`src/gtcw_pkg.sv`:
```
// gtcw_pkg: shared types, codes and the 5x7 font for the GLCD text writer.
// No dependencies; imported by every module of the block.
package gtcw_pkg;

  // Input item and result item payloads
  typedef struct packed {
    logic       func;
    logic [2:0] row_select;
    logic [4:0] column_select;
    logic [7:0] char_code;
  } gtcw_item_t;

  typedef struct packed {
    logic [1:0] chip_select;
    logic       data_not_command;
    logic [7:0] bus_byte;
    logic       last;
  } gtcw_result_t;

  // Cursor configuration registers
  typedef struct packed {
    logic       enable;
    logic [2:0] row;
    logic [4:0] column;
  } gtcw_cursor_t;

  // Position update command from the sequencer to the position register
  typedef struct packed {
    logic       set;
    logic       advance;
    logic [2:0] row;
    logic [4:0] column;
  } gtcw_pos_cmd_t;

  // Item functions
  localparam logic FUNC_SET_POS = 1'b0;
  localparam logic FUNC_CHAR    = 1'b1;

  // Register indexes
  localparam logic [1:0] REG_CURSOR_ENABLE = 2'd0;
  localparam logic [1:0] REG_CURSOR_ROW    = 2'd1;
  localparam logic [1:0] REG_CURSOR_COLUMN = 2'd2;

  // Chip selects
  localparam logic [1:0] CHIP_LEFT  = 2'd1;
  localparam logic [1:0] CHIP_RIGHT = 2'd2;
  localparam logic [1:0] CHIP_BOTH  = 2'd3;

  // Bus write codes
  localparam logic       BUS_CMD  = 1'b0;
  localparam logic       BUS_DATA = 1'b1;
  localparam logic [7:0] CMD_PAGE   = 8'hB8;
  localparam logic [7:0] CMD_COLUMN = 8'h40;
  localparam logic [7:0] LEFT_OFFSET = 8'd4;
  localparam logic [4:0] LEFT_CELLS  = 5'd10;
  localparam logic [7:0] UNDERLINE   = 8'h80;

  // Beats of one character
  localparam logic [2:0] BEAT_PAGE   = 3'd0;
  localparam logic [2:0] BEAT_COLUMN = 3'd1;
  localparam logic [2:0] BEAT_BLANK  = 3'd7;

  // Printable range
  localparam logic [7:0] CHAR_FIRST = 8'h20;
  localparam logic [7:0] CHAR_LAST  = 8'h7E;

  // Font: five column bytes per glyph, first column in the top byte.
  function automatic logic [39:0] glyph_row(input logic [6:0] idx);
    logic [39:0] g;
    unique case (idx)
      7'd0:  g = 40'h0000000000;
      7'd1:  g = 40'h00004f0000;
      7'd2:  g = 40'h0007000700;
      7'd3:  g = 40'h147f147f14;
      7'd4:  g = 40'h242a7f2a12;
      7'd5:  g = 40'h2313086462;
      7'd6:  g = 40'h3649552250;
      7'd7:  g = 40'h0005030000;
      7'd8:  g = 40'h001c224100;
      7'd9:  g = 40'h0041221c00;
      7'd10: g = 40'h14083e0814;
      7'd11: g = 40'h08083e0808;
      7'd12: g = 40'h0050300000;
      7'd13: g = 40'h0808080808;
      7'd14: g = 40'h0060600000;
      7'd15: g = 40'h2010080402;
      7'd16: g = 40'h3e5149453e;
      7'd17: g = 40'h00427f4000;
      7'd18: g = 40'h4261514946;
      7'd19: g = 40'h2141454b31;
      7'd20: g = 40'h1814127f10;
      7'd21: g = 40'h2745454539;
      7'd22: g = 40'h3c4a494930;
      7'd23: g = 40'h0171090503;
      7'd24: g = 40'h3649494936;
      7'd25: g = 40'h064949291e;
      7'd26: g = 40'h0036360000;
      7'd27: g = 40'h0056360000;
      7'd28: g = 40'h0814224100;
      7'd29: g = 40'h1414141414;
      7'd30: g = 40'h0041221408;
      7'd31: g = 40'h0201510906;
      7'd32: g = 40'h324979413e;
      7'd33: g = 40'h7e1111117e;
      7'd34: g = 40'h7f49494936;
      7'd35: g = 40'h3e41414122;
      7'd36: g = 40'h7f4141221c;
      7'd37: g = 40'h7f49494941;
      7'd38: g = 40'h7f09090901;
      7'd39: g = 40'h3e4149497a;
      7'd40: g = 40'h7f0808087f;
      7'd41: g = 40'h00417f4100;
      7'd42: g = 40'h2040413f01;
      7'd43: g = 40'h7f08142241;
      7'd44: g = 40'h7f40404040;
      7'd45: g = 40'h7f020c027f;
      7'd46: g = 40'h7f0408107f;
      7'd47: g = 40'h3e4141413e;
      7'd48: g = 40'h7f09090906;
      7'd49: g = 40'h3e4151215e;
      7'd50: g = 40'h7f09192946;
      7'd51: g = 40'h2649494932;
      7'd52: g = 40'h01017f0101;
      7'd53: g = 40'h3f4040403f;
      7'd54: g = 40'h1f2040201f;
      7'd55: g = 40'h3f4038403f;
      7'd56: g = 40'h6314081463;
      7'd57: g = 40'h0708700807;
      7'd58: g = 40'h6151494543;
      7'd59: g = 40'h007f414100;
      7'd60: g = 40'h0204081020;
      7'd61: g = 40'h0041417f00;
      7'd62: g = 40'h0402010204;
      7'd63: g = 40'h4040404040;
      7'd64: g = 40'h0001020400;
      7'd65: g = 40'h2054545478;
      7'd66: g = 40'h7f48444438;
      7'd67: g = 40'h3844444420;
      7'd68: g = 40'h384444487f;
      7'd69: g = 40'h3854545418;
      7'd70: g = 40'h087e090102;
      7'd71: g = 40'h0c5252523e;
      7'd72: g = 40'h7f08040478;
      7'd73: g = 40'h00047d0000;
      7'd74: g = 40'h2040443d00;
      7'd75: g = 40'h7f10284400;
      7'd76: g = 40'h00417f4000;
      7'd77: g = 40'h7c0418047c;
      7'd78: g = 40'h7c08040478;
      7'd79: g = 40'h3844444438;
      7'd80: g = 40'h7c14141408;
      7'd81: g = 40'h081414187c;
      7'd82: g = 40'h7c08040408;
      7'd83: g = 40'h4854545420;
      7'd84: g = 40'h043f444020;
      7'd85: g = 40'h3c4040207c;
      7'd86: g = 40'h1c2040201c;
      7'd87: g = 40'h3c4030403c;
      7'd88: g = 40'h4428102844;
      7'd89: g = 40'h0c5050503c;
      7'd90: g = 40'h4464544c44;
      7'd91: g = 40'h0008364100;
      7'd92: g = 40'h0000770000;
      7'd93: g = 40'h0041360800;
      7'd94: g = 40'h0804081008;
      default: g = 40'h0000000000;
    endcase
    return g;
  endfunction

endpackage

```
`src/gtcw_position.sv`:
```
// gtcw_position: text row/column register with set and advance.
// Depends on gtcw_pkg.
module gtcw_position import gtcw_pkg::*; #(
  parameter int COLUMNS_PER_ROW = 20,
  parameter int TEXT_ROWS       = 8
) (
  input  logic          clk,
  input  logic          rst,
  input  gtcw_pos_cmd_t cmd,
  output logic [2:0]    text_row,
  output logic [4:0]    text_column
);

  localparam logic [4:0] LAST_COLUMN = 5'(COLUMNS_PER_ROW - 1);
  localparam logic [2:0] LAST_ROW    = 3'(TEXT_ROWS - 1);
  localparam logic [3:0] ROWS        = 4'(TEXT_ROWS);

  logic [2:0] text_row_next;
  logic [4:0] text_column_next;
  logic [3:0] row_mod;

  // Fold the requested row into range by repeated subtraction.
  always_comb begin
    row_mod = {1'b0, cmd.row};
    for (int k = 0; k < 8; k++) begin
      if (row_mod >= ROWS) begin
        row_mod = row_mod - ROWS;
      end
    end
  end

  always_comb begin
    text_row_next    = text_row;
    text_column_next = text_column;
    priority if (cmd.set) begin
      text_row_next    = row_mod[2:0];
      text_column_next = (cmd.column > LAST_COLUMN) ? LAST_COLUMN : cmd.column;
    end else if (cmd.advance) begin
      if (text_column >= LAST_COLUMN) begin
        text_column_next = '0;
        text_row_next    = (text_row >= LAST_ROW) ? 3'd0 : text_row + 3'd1;
      end else begin
        text_column_next = text_column + 5'd1;
      end
    end else begin
      // Hold the position.
    end
  end

  always_ff @(posedge clk) begin
    if (rst) begin
      text_row    <= '0;
      text_column <= '0;
    end else begin
      text_row    <= text_row_next;
      text_column <= text_column_next;
    end
  end

endmodule

```
`config.mk`:
```
export PLATFORM = sky130hd
export DESIGN_NAME = gtcw_position
export DESIGN_NICKNAME = d
export VERILOG_FILES = /design/src/gtcw_pkg.sv /design/src/gtcw_position.sv
export SDC_FILE = /design/constraint.sdc
export NUM_CORES = 1
export LEC_CHECK = 0
export CORE_UTILIZATION = 30
export DETAILED_ROUTE_END_ITERATION = 10
export DONT_BUFFER_PORTS = 1
export PLACE_DENSITY = 0.57
export SYNTH_ARGS = -nofsm -noshare
export SYNTH_HDL_FRONTEND = slang
export SYNTH_SLANG_ARGS = --single-unit
```
`constraint.sdc`:
```
create_clock -name clk -period 1.31 [get_ports clk]
set_input_delay 0 -clock clk [delete_from_list [all_inputs] [get_ports clk]]
set_output_delay 0 -clock clk [all_outputs]
set_load 0.005 [all_outputs]
```
# Word level (Yosys, flattened, before mapping)

Cells that the tools add are included.

Bits in registers: 8
Word-level logic and storage cells: 18

Add/subtract/negate cells: 2
Magnitude comparators: 3
Mux-type cells: 8
Reduce and logical (&&, ||, !) cells: 3

Operators with widths:

| kind                | number |
|---|---|
| $mux 5              | 4 |
| $mux 3              | 4 |
| $add 5x1->5 const B | 1 |
| $ge 5x5->1 const B  | 1 |
| $gt 5x5->1 const B  | 1 |
| $reduce_bool 2->1   | 2 |
| $add 3x1->3 const B | 1 |
| $ge 3x3->1 const B  | 1 |
| $reduce_and 2->1    | 1 |

# Depth between registers and ports, before layout

Depth in word-level cells: 5
Mapped depth: 5
Gate-level depth less buffers: 5

# Least setup slack after synthesis

OpenSTA, ideal clock, no wires.

Kind: reg2reg
Start: register text_column[0]
End: register text_column[1]
Setup time: 59 ps
Arrival time: 1253 ps
Path slack: -3 ps
Stages on the path, launching flop included: 5
Period minus slack after synthesis: 1313 ps
Cells stage by stage: dfxtp_1 ha_1 a2111o_1 a211oi_2 o31a_1

Word-level cells in the longest chain between the ends: 4

RTL lines:

| what                                      | RTL line                                 | RTL |
|---|---|---|
| from (decl)                               | gtcw_position.sv:11                      | `output logic [4:0] text_column` |
| from (signal assigned)                    | gtcw_position.sv:56                      | `text_column <= text_column_next;` |
| $add 5x1->5 or $ge 5x5->1 (tied branches) | gtcw_position.sv:43, gtcw_position.sv:39 |  |
| $mux 5 *                                  | gtcw_position.sv:39                      | `if (text_column >= LAST_COLUMN) begin` |
| $mux 5 *                                  | gtcw_position.sv:38                      | `end else if (cmd.advance) begin` |
| $mux 5 *                                  | gtcw_position.sv:35                      | `priority if (cmd.set) begin` |

Mark *: on every way between the ends. The rest lies on a longest branch, timed or not. The select of a mux whose other input is x is not followed.
A chain may end at the register's enable or synchronous reset.

# Worst setup path after layout

Ends and elaborated chain as after synthesis.

==> results.sh <==
export IMPL_holdPathEnd="text_column[1]"
export IMPL_chipWidth_um=44.8
export IMPL_ir_drop_v=0.000570
export IMPL_hp_class="input pin to flip-flop"
export IMPL_final_util=0.461
export IMPL_whs_ps=8.41
export IMPL_fmax_mhz=771
export IMPL_post_route_period_util=0.990
export IMPL_rr_worst_depth=4
export IMPL_synth_area_per_cell_sq_um=8.58
export IMPL_start_util=0.318
export IMPL_finalMaxSlewViolations=0
export IMPL_io_buffers=0
export IMPL_finalClockSkew_ps=5.29
export IMPL_period_needed_ps=1300
export IMPL_cts_sinks=8
export IMPL_seq_power_share=0.447
export IMPL_cp_end_kind="flip-flop"
export IMPL_start_kind="flip-flop"
export IMPL_clock_latency_ps=250
export IMPL_hp_start="cmd[1]"
export IMPL_first_pass_iters=4
export IMPL_grt_max_degree=15
export IMPL_cts_root_buf="clkbuf_4"
export IMPL_clock_path_buffers=2
export IMPL_cp_top_family="compound AO/OA/AOI/OAI gates"
export IMPL_syn_num_nets=79
export IMPL_worstMarginPinSlew_ps=546
export IMPL_rsz0062_at_grt="yes"
export IMPL_pin_count=20
export IMPL_cp_data_arrival_time_ps=1480
export IMPL_antenna_found_initial=0
export IMPL_power_per_cell_area_mw_per_mm2=845
export IMPL_layout_setup_ws_ps=13.6
export IMPL_antenna_cells=0
export IMPL_maxSlewHeadroom=0.636
export IMPL_layout_nets=97
export IMPL_slowest_delay_ps=390
export IMPL_cts_buffers=3
export IMPL_path_max_fanout=4
export IMPL_drcViolationCount=0
export IMPL_clkPwrFrac=0.275
export IMPL_synth_cells=64
export IMPL_r2r_start="text_column[0]"
export IMPL_cts_tree="yes"
export IMPL_required_ps=1490
export IMPL_areaGrowthSynthToFinish_pct=44.9
export IMPL_worstHoldPathCells=3
export IMPL_path_class="flip-flop to flip-flop"
export IMPL_vias_per_cell=5.32
export IMPL_rrSetupSlack_ps=10
export IMPL_crit_chain="buf_4 > a2111o_1 > a211oi_2 > o31a_1"
export IMPL_p_int_mw=0.477
export IMPL_dieArea_sq_mm=0.00201
export IMPL_grt_total_usage=0.163
export IMPL_ys_types=32
export IMPL_grt_overflow=0
export IMPL_power_switching_share=0.291
export IMPL_die_h_um=44.8
export IMPL_dp_slack_ps=-92.6
export IMPL_ys_ff_latch=8
export IMPL_crit_reg2reg_capture="text_column[1]"
export IMPL_ys_warn_count=0
export IMPL_p_sw_mw=0.196
export IMPL_gp_congestion=0.717
export IMPL_cts_reportedPaths_clkPinSlew_ps=50
export IMPL_drt_iter0_drc=14
export IMPL_dp_hpwl_um=995
export IMPL_synth_seq_area_share=0.292
export IMPL_grt_pass1_wl_mm=2.37
export IMPL_slowest_stage="a2111o_1"
export IMPL_hold_viol=0
export IMPL_comb_power_share=0.278
export IMPL_outcome="finished clean"
export IMPL_netlist_area_sq_um=549
export IMPL_routed_wl_mm=1.47
export IMPL_drive_above_1_share=0.275
export IMPL_grt_pass1_vias=596
export IMPL_htree_levels=1
export IMPL_core_area_sq_mm=0.00173
export IMPL_num_vias=559
export IMPL_wl_per_cell_um=14.0
export IMPL_row_count=15
export IMPL_p_leak_nw=0.326
export IMPL_path_buf_inv=1
export IMPL_post_cts_repair_setup_buffers=0
export IMPL_setup_viol=0
export IMPL_ant_nets=0
export IMPL_cap_violations=0
-- layout make-up --
class                   instances  area [sq um]
clock buffers                   3          22.5
inverters                       5          18.8
fillers                       185           931
multi-input cells              47           400
well taps                      25          31.3
flip-flops and latches          8           168
repair buffers                 17           155
-- cells by family (layout without fill, tap and decap cells) --
kind of cell | Yosys count | after routing | share of synthesized area
flops | 8 | 8 | 0.292
simple gates | 18 | 18 | 0.194
buf+inv | 9 | 25 | 0.0661
compound gates | 24 | 24 | 0.344
fa+ha+maj | 3 | 3 | 0.0683
mux | 2 | 2 | 0.0364
-- what timing repair did --
action | CTS | global route
hold buffers | 10 | 0
hold endpoints to repair | 8 | 0
pin swaps | 0 | 1
endpoints found under the setup margin | 3 | 7
gates resized for setup | 5 | 8
gates cloned | 0 | 0
-- routing by layer --
metal  track usage  wire, um  vias up
met4        0.0727         0        0
met2         0.262       749       21
met5             0         0        -
li1              -         -      279
met3        0.0480       136        0
met1         0.201       586      259
-- per-stage QoR --
step | cell area, sq um | setup TNS [ps] | cells | power, mW
2_1_floorplan | 552 | 0 | 64 | 0.395
3_3_place_gp | 618 | -45.8 | 92 | 0.431
3_5_place_dp | 618 | -186 | 92 | 0.435
4_1_cts | 766 | 0 | 105 | 0.669
5_1_grt | 796 | -106 | 105 | 0.714
6_report | 796 | 0 | 105 | 0.672
-- power by group through the flow --
stage | sequential, mW | combinational [mW] | clock [mW]
detailed placement | 0.297 | 0.137 | 0
CTS | 0.298 | 0.175 | 0.196
floorplan | 0.295 | 0.100 | 0
global placement | 0.297 | 0.134 | 0
finish | 0.300 | 0.187 | 0.185
global route | 0.304 | 0.206 | 0.204
-- worst reg2reg max path: stages (launching register included) --
cell and delay (ps):
dfxtp_2 350, buf_4 150, a2111o_1 390, a211oi_2 220, o31a_1 130
-- synthesized netlist by cell type (all sizes together) --
| library cell | count | area (sq um) |
|---|---|---|
| dfxtp | 8 | 160 |
| a21oi | 6 | 30.0 |
| inv | 5 | 18.8 |
| a211oi | 4 | 35.0 |
| and3b | 3 | 26.3 |
| buf | 3 | 13.8 |
| ha | 3 | 37.5 |
| nand2 | 3 | 11.3 |
| o31a | 3 | 26.3 |
| a221oi | 2 | 17.5 |
| mux2i | 2 | 20.0 |
| nand3 | 2 | 10.0 |
| nor2 | 2 | 7.51 |
| nor2b | 2 | 12.5 |
| a2111o | 1 | 11.3 |
| a21boi | 1 | 7.51 |
| a21o | 1 | 7.51 |
| a31o | 1 | 8.76 |
| a31oi | 1 | 6.26 |
| a32oi | 1 | 8.76 |
| a41oi | 1 | 8.76 |
| clkbuf | 1 | 3.75 |
| nand2b | 1 | 6.26 |
| nand3b | 1 | 7.51 |
| nand4 | 1 | 6.26 |
| nor3 | 1 | 5.00 |
| nor3b | 1 | 7.51 |
| o21ai | 1 | 5.00 |
| o311ai | 1 | 16.3 |
| or3 | 1 | 6.26 |
-- state kept, by name, indices dropped and copies added, names as in the netlist --
signal and cells:
text_column 5, text_row 3
-- how the worst max path moves through the flow --
stage | start | cells past startpoint | end | slack (ps)
after detailed placement | text_column[1] | 4 | text_row[0] | -90
after global placement | text_column[1] | 4 | text_row[0] | -40
after CTS | text_column[1] | 4 | text_column[0] | 3
after floorplan | text_column[0] | 4 | text_column[1] | 40
after global routing | text_column[1] | 4 | text_row[0] | -40
final | text_column[0] | 4 | text_column[1] | 10
-- placed cells by master (no fill, tap or decap), types with 3 or more instances in the layout --
master | netlist | routed
a211oi_1 | 3 | 3
dfxtp_1 | 8 | 4
o31a_1 | 3 | 3
dfxtp_2 | 0 | 3
and3b_1 | 3 | 3
buf_4 | 0 | 7
dlygate4sd3_1 | 0 | 9
a21oi_1 | 6 | 5
inv_1 | 5 | 5
clkbuf_4 | 0 | 3
Power figures use the tool's default switching activity.
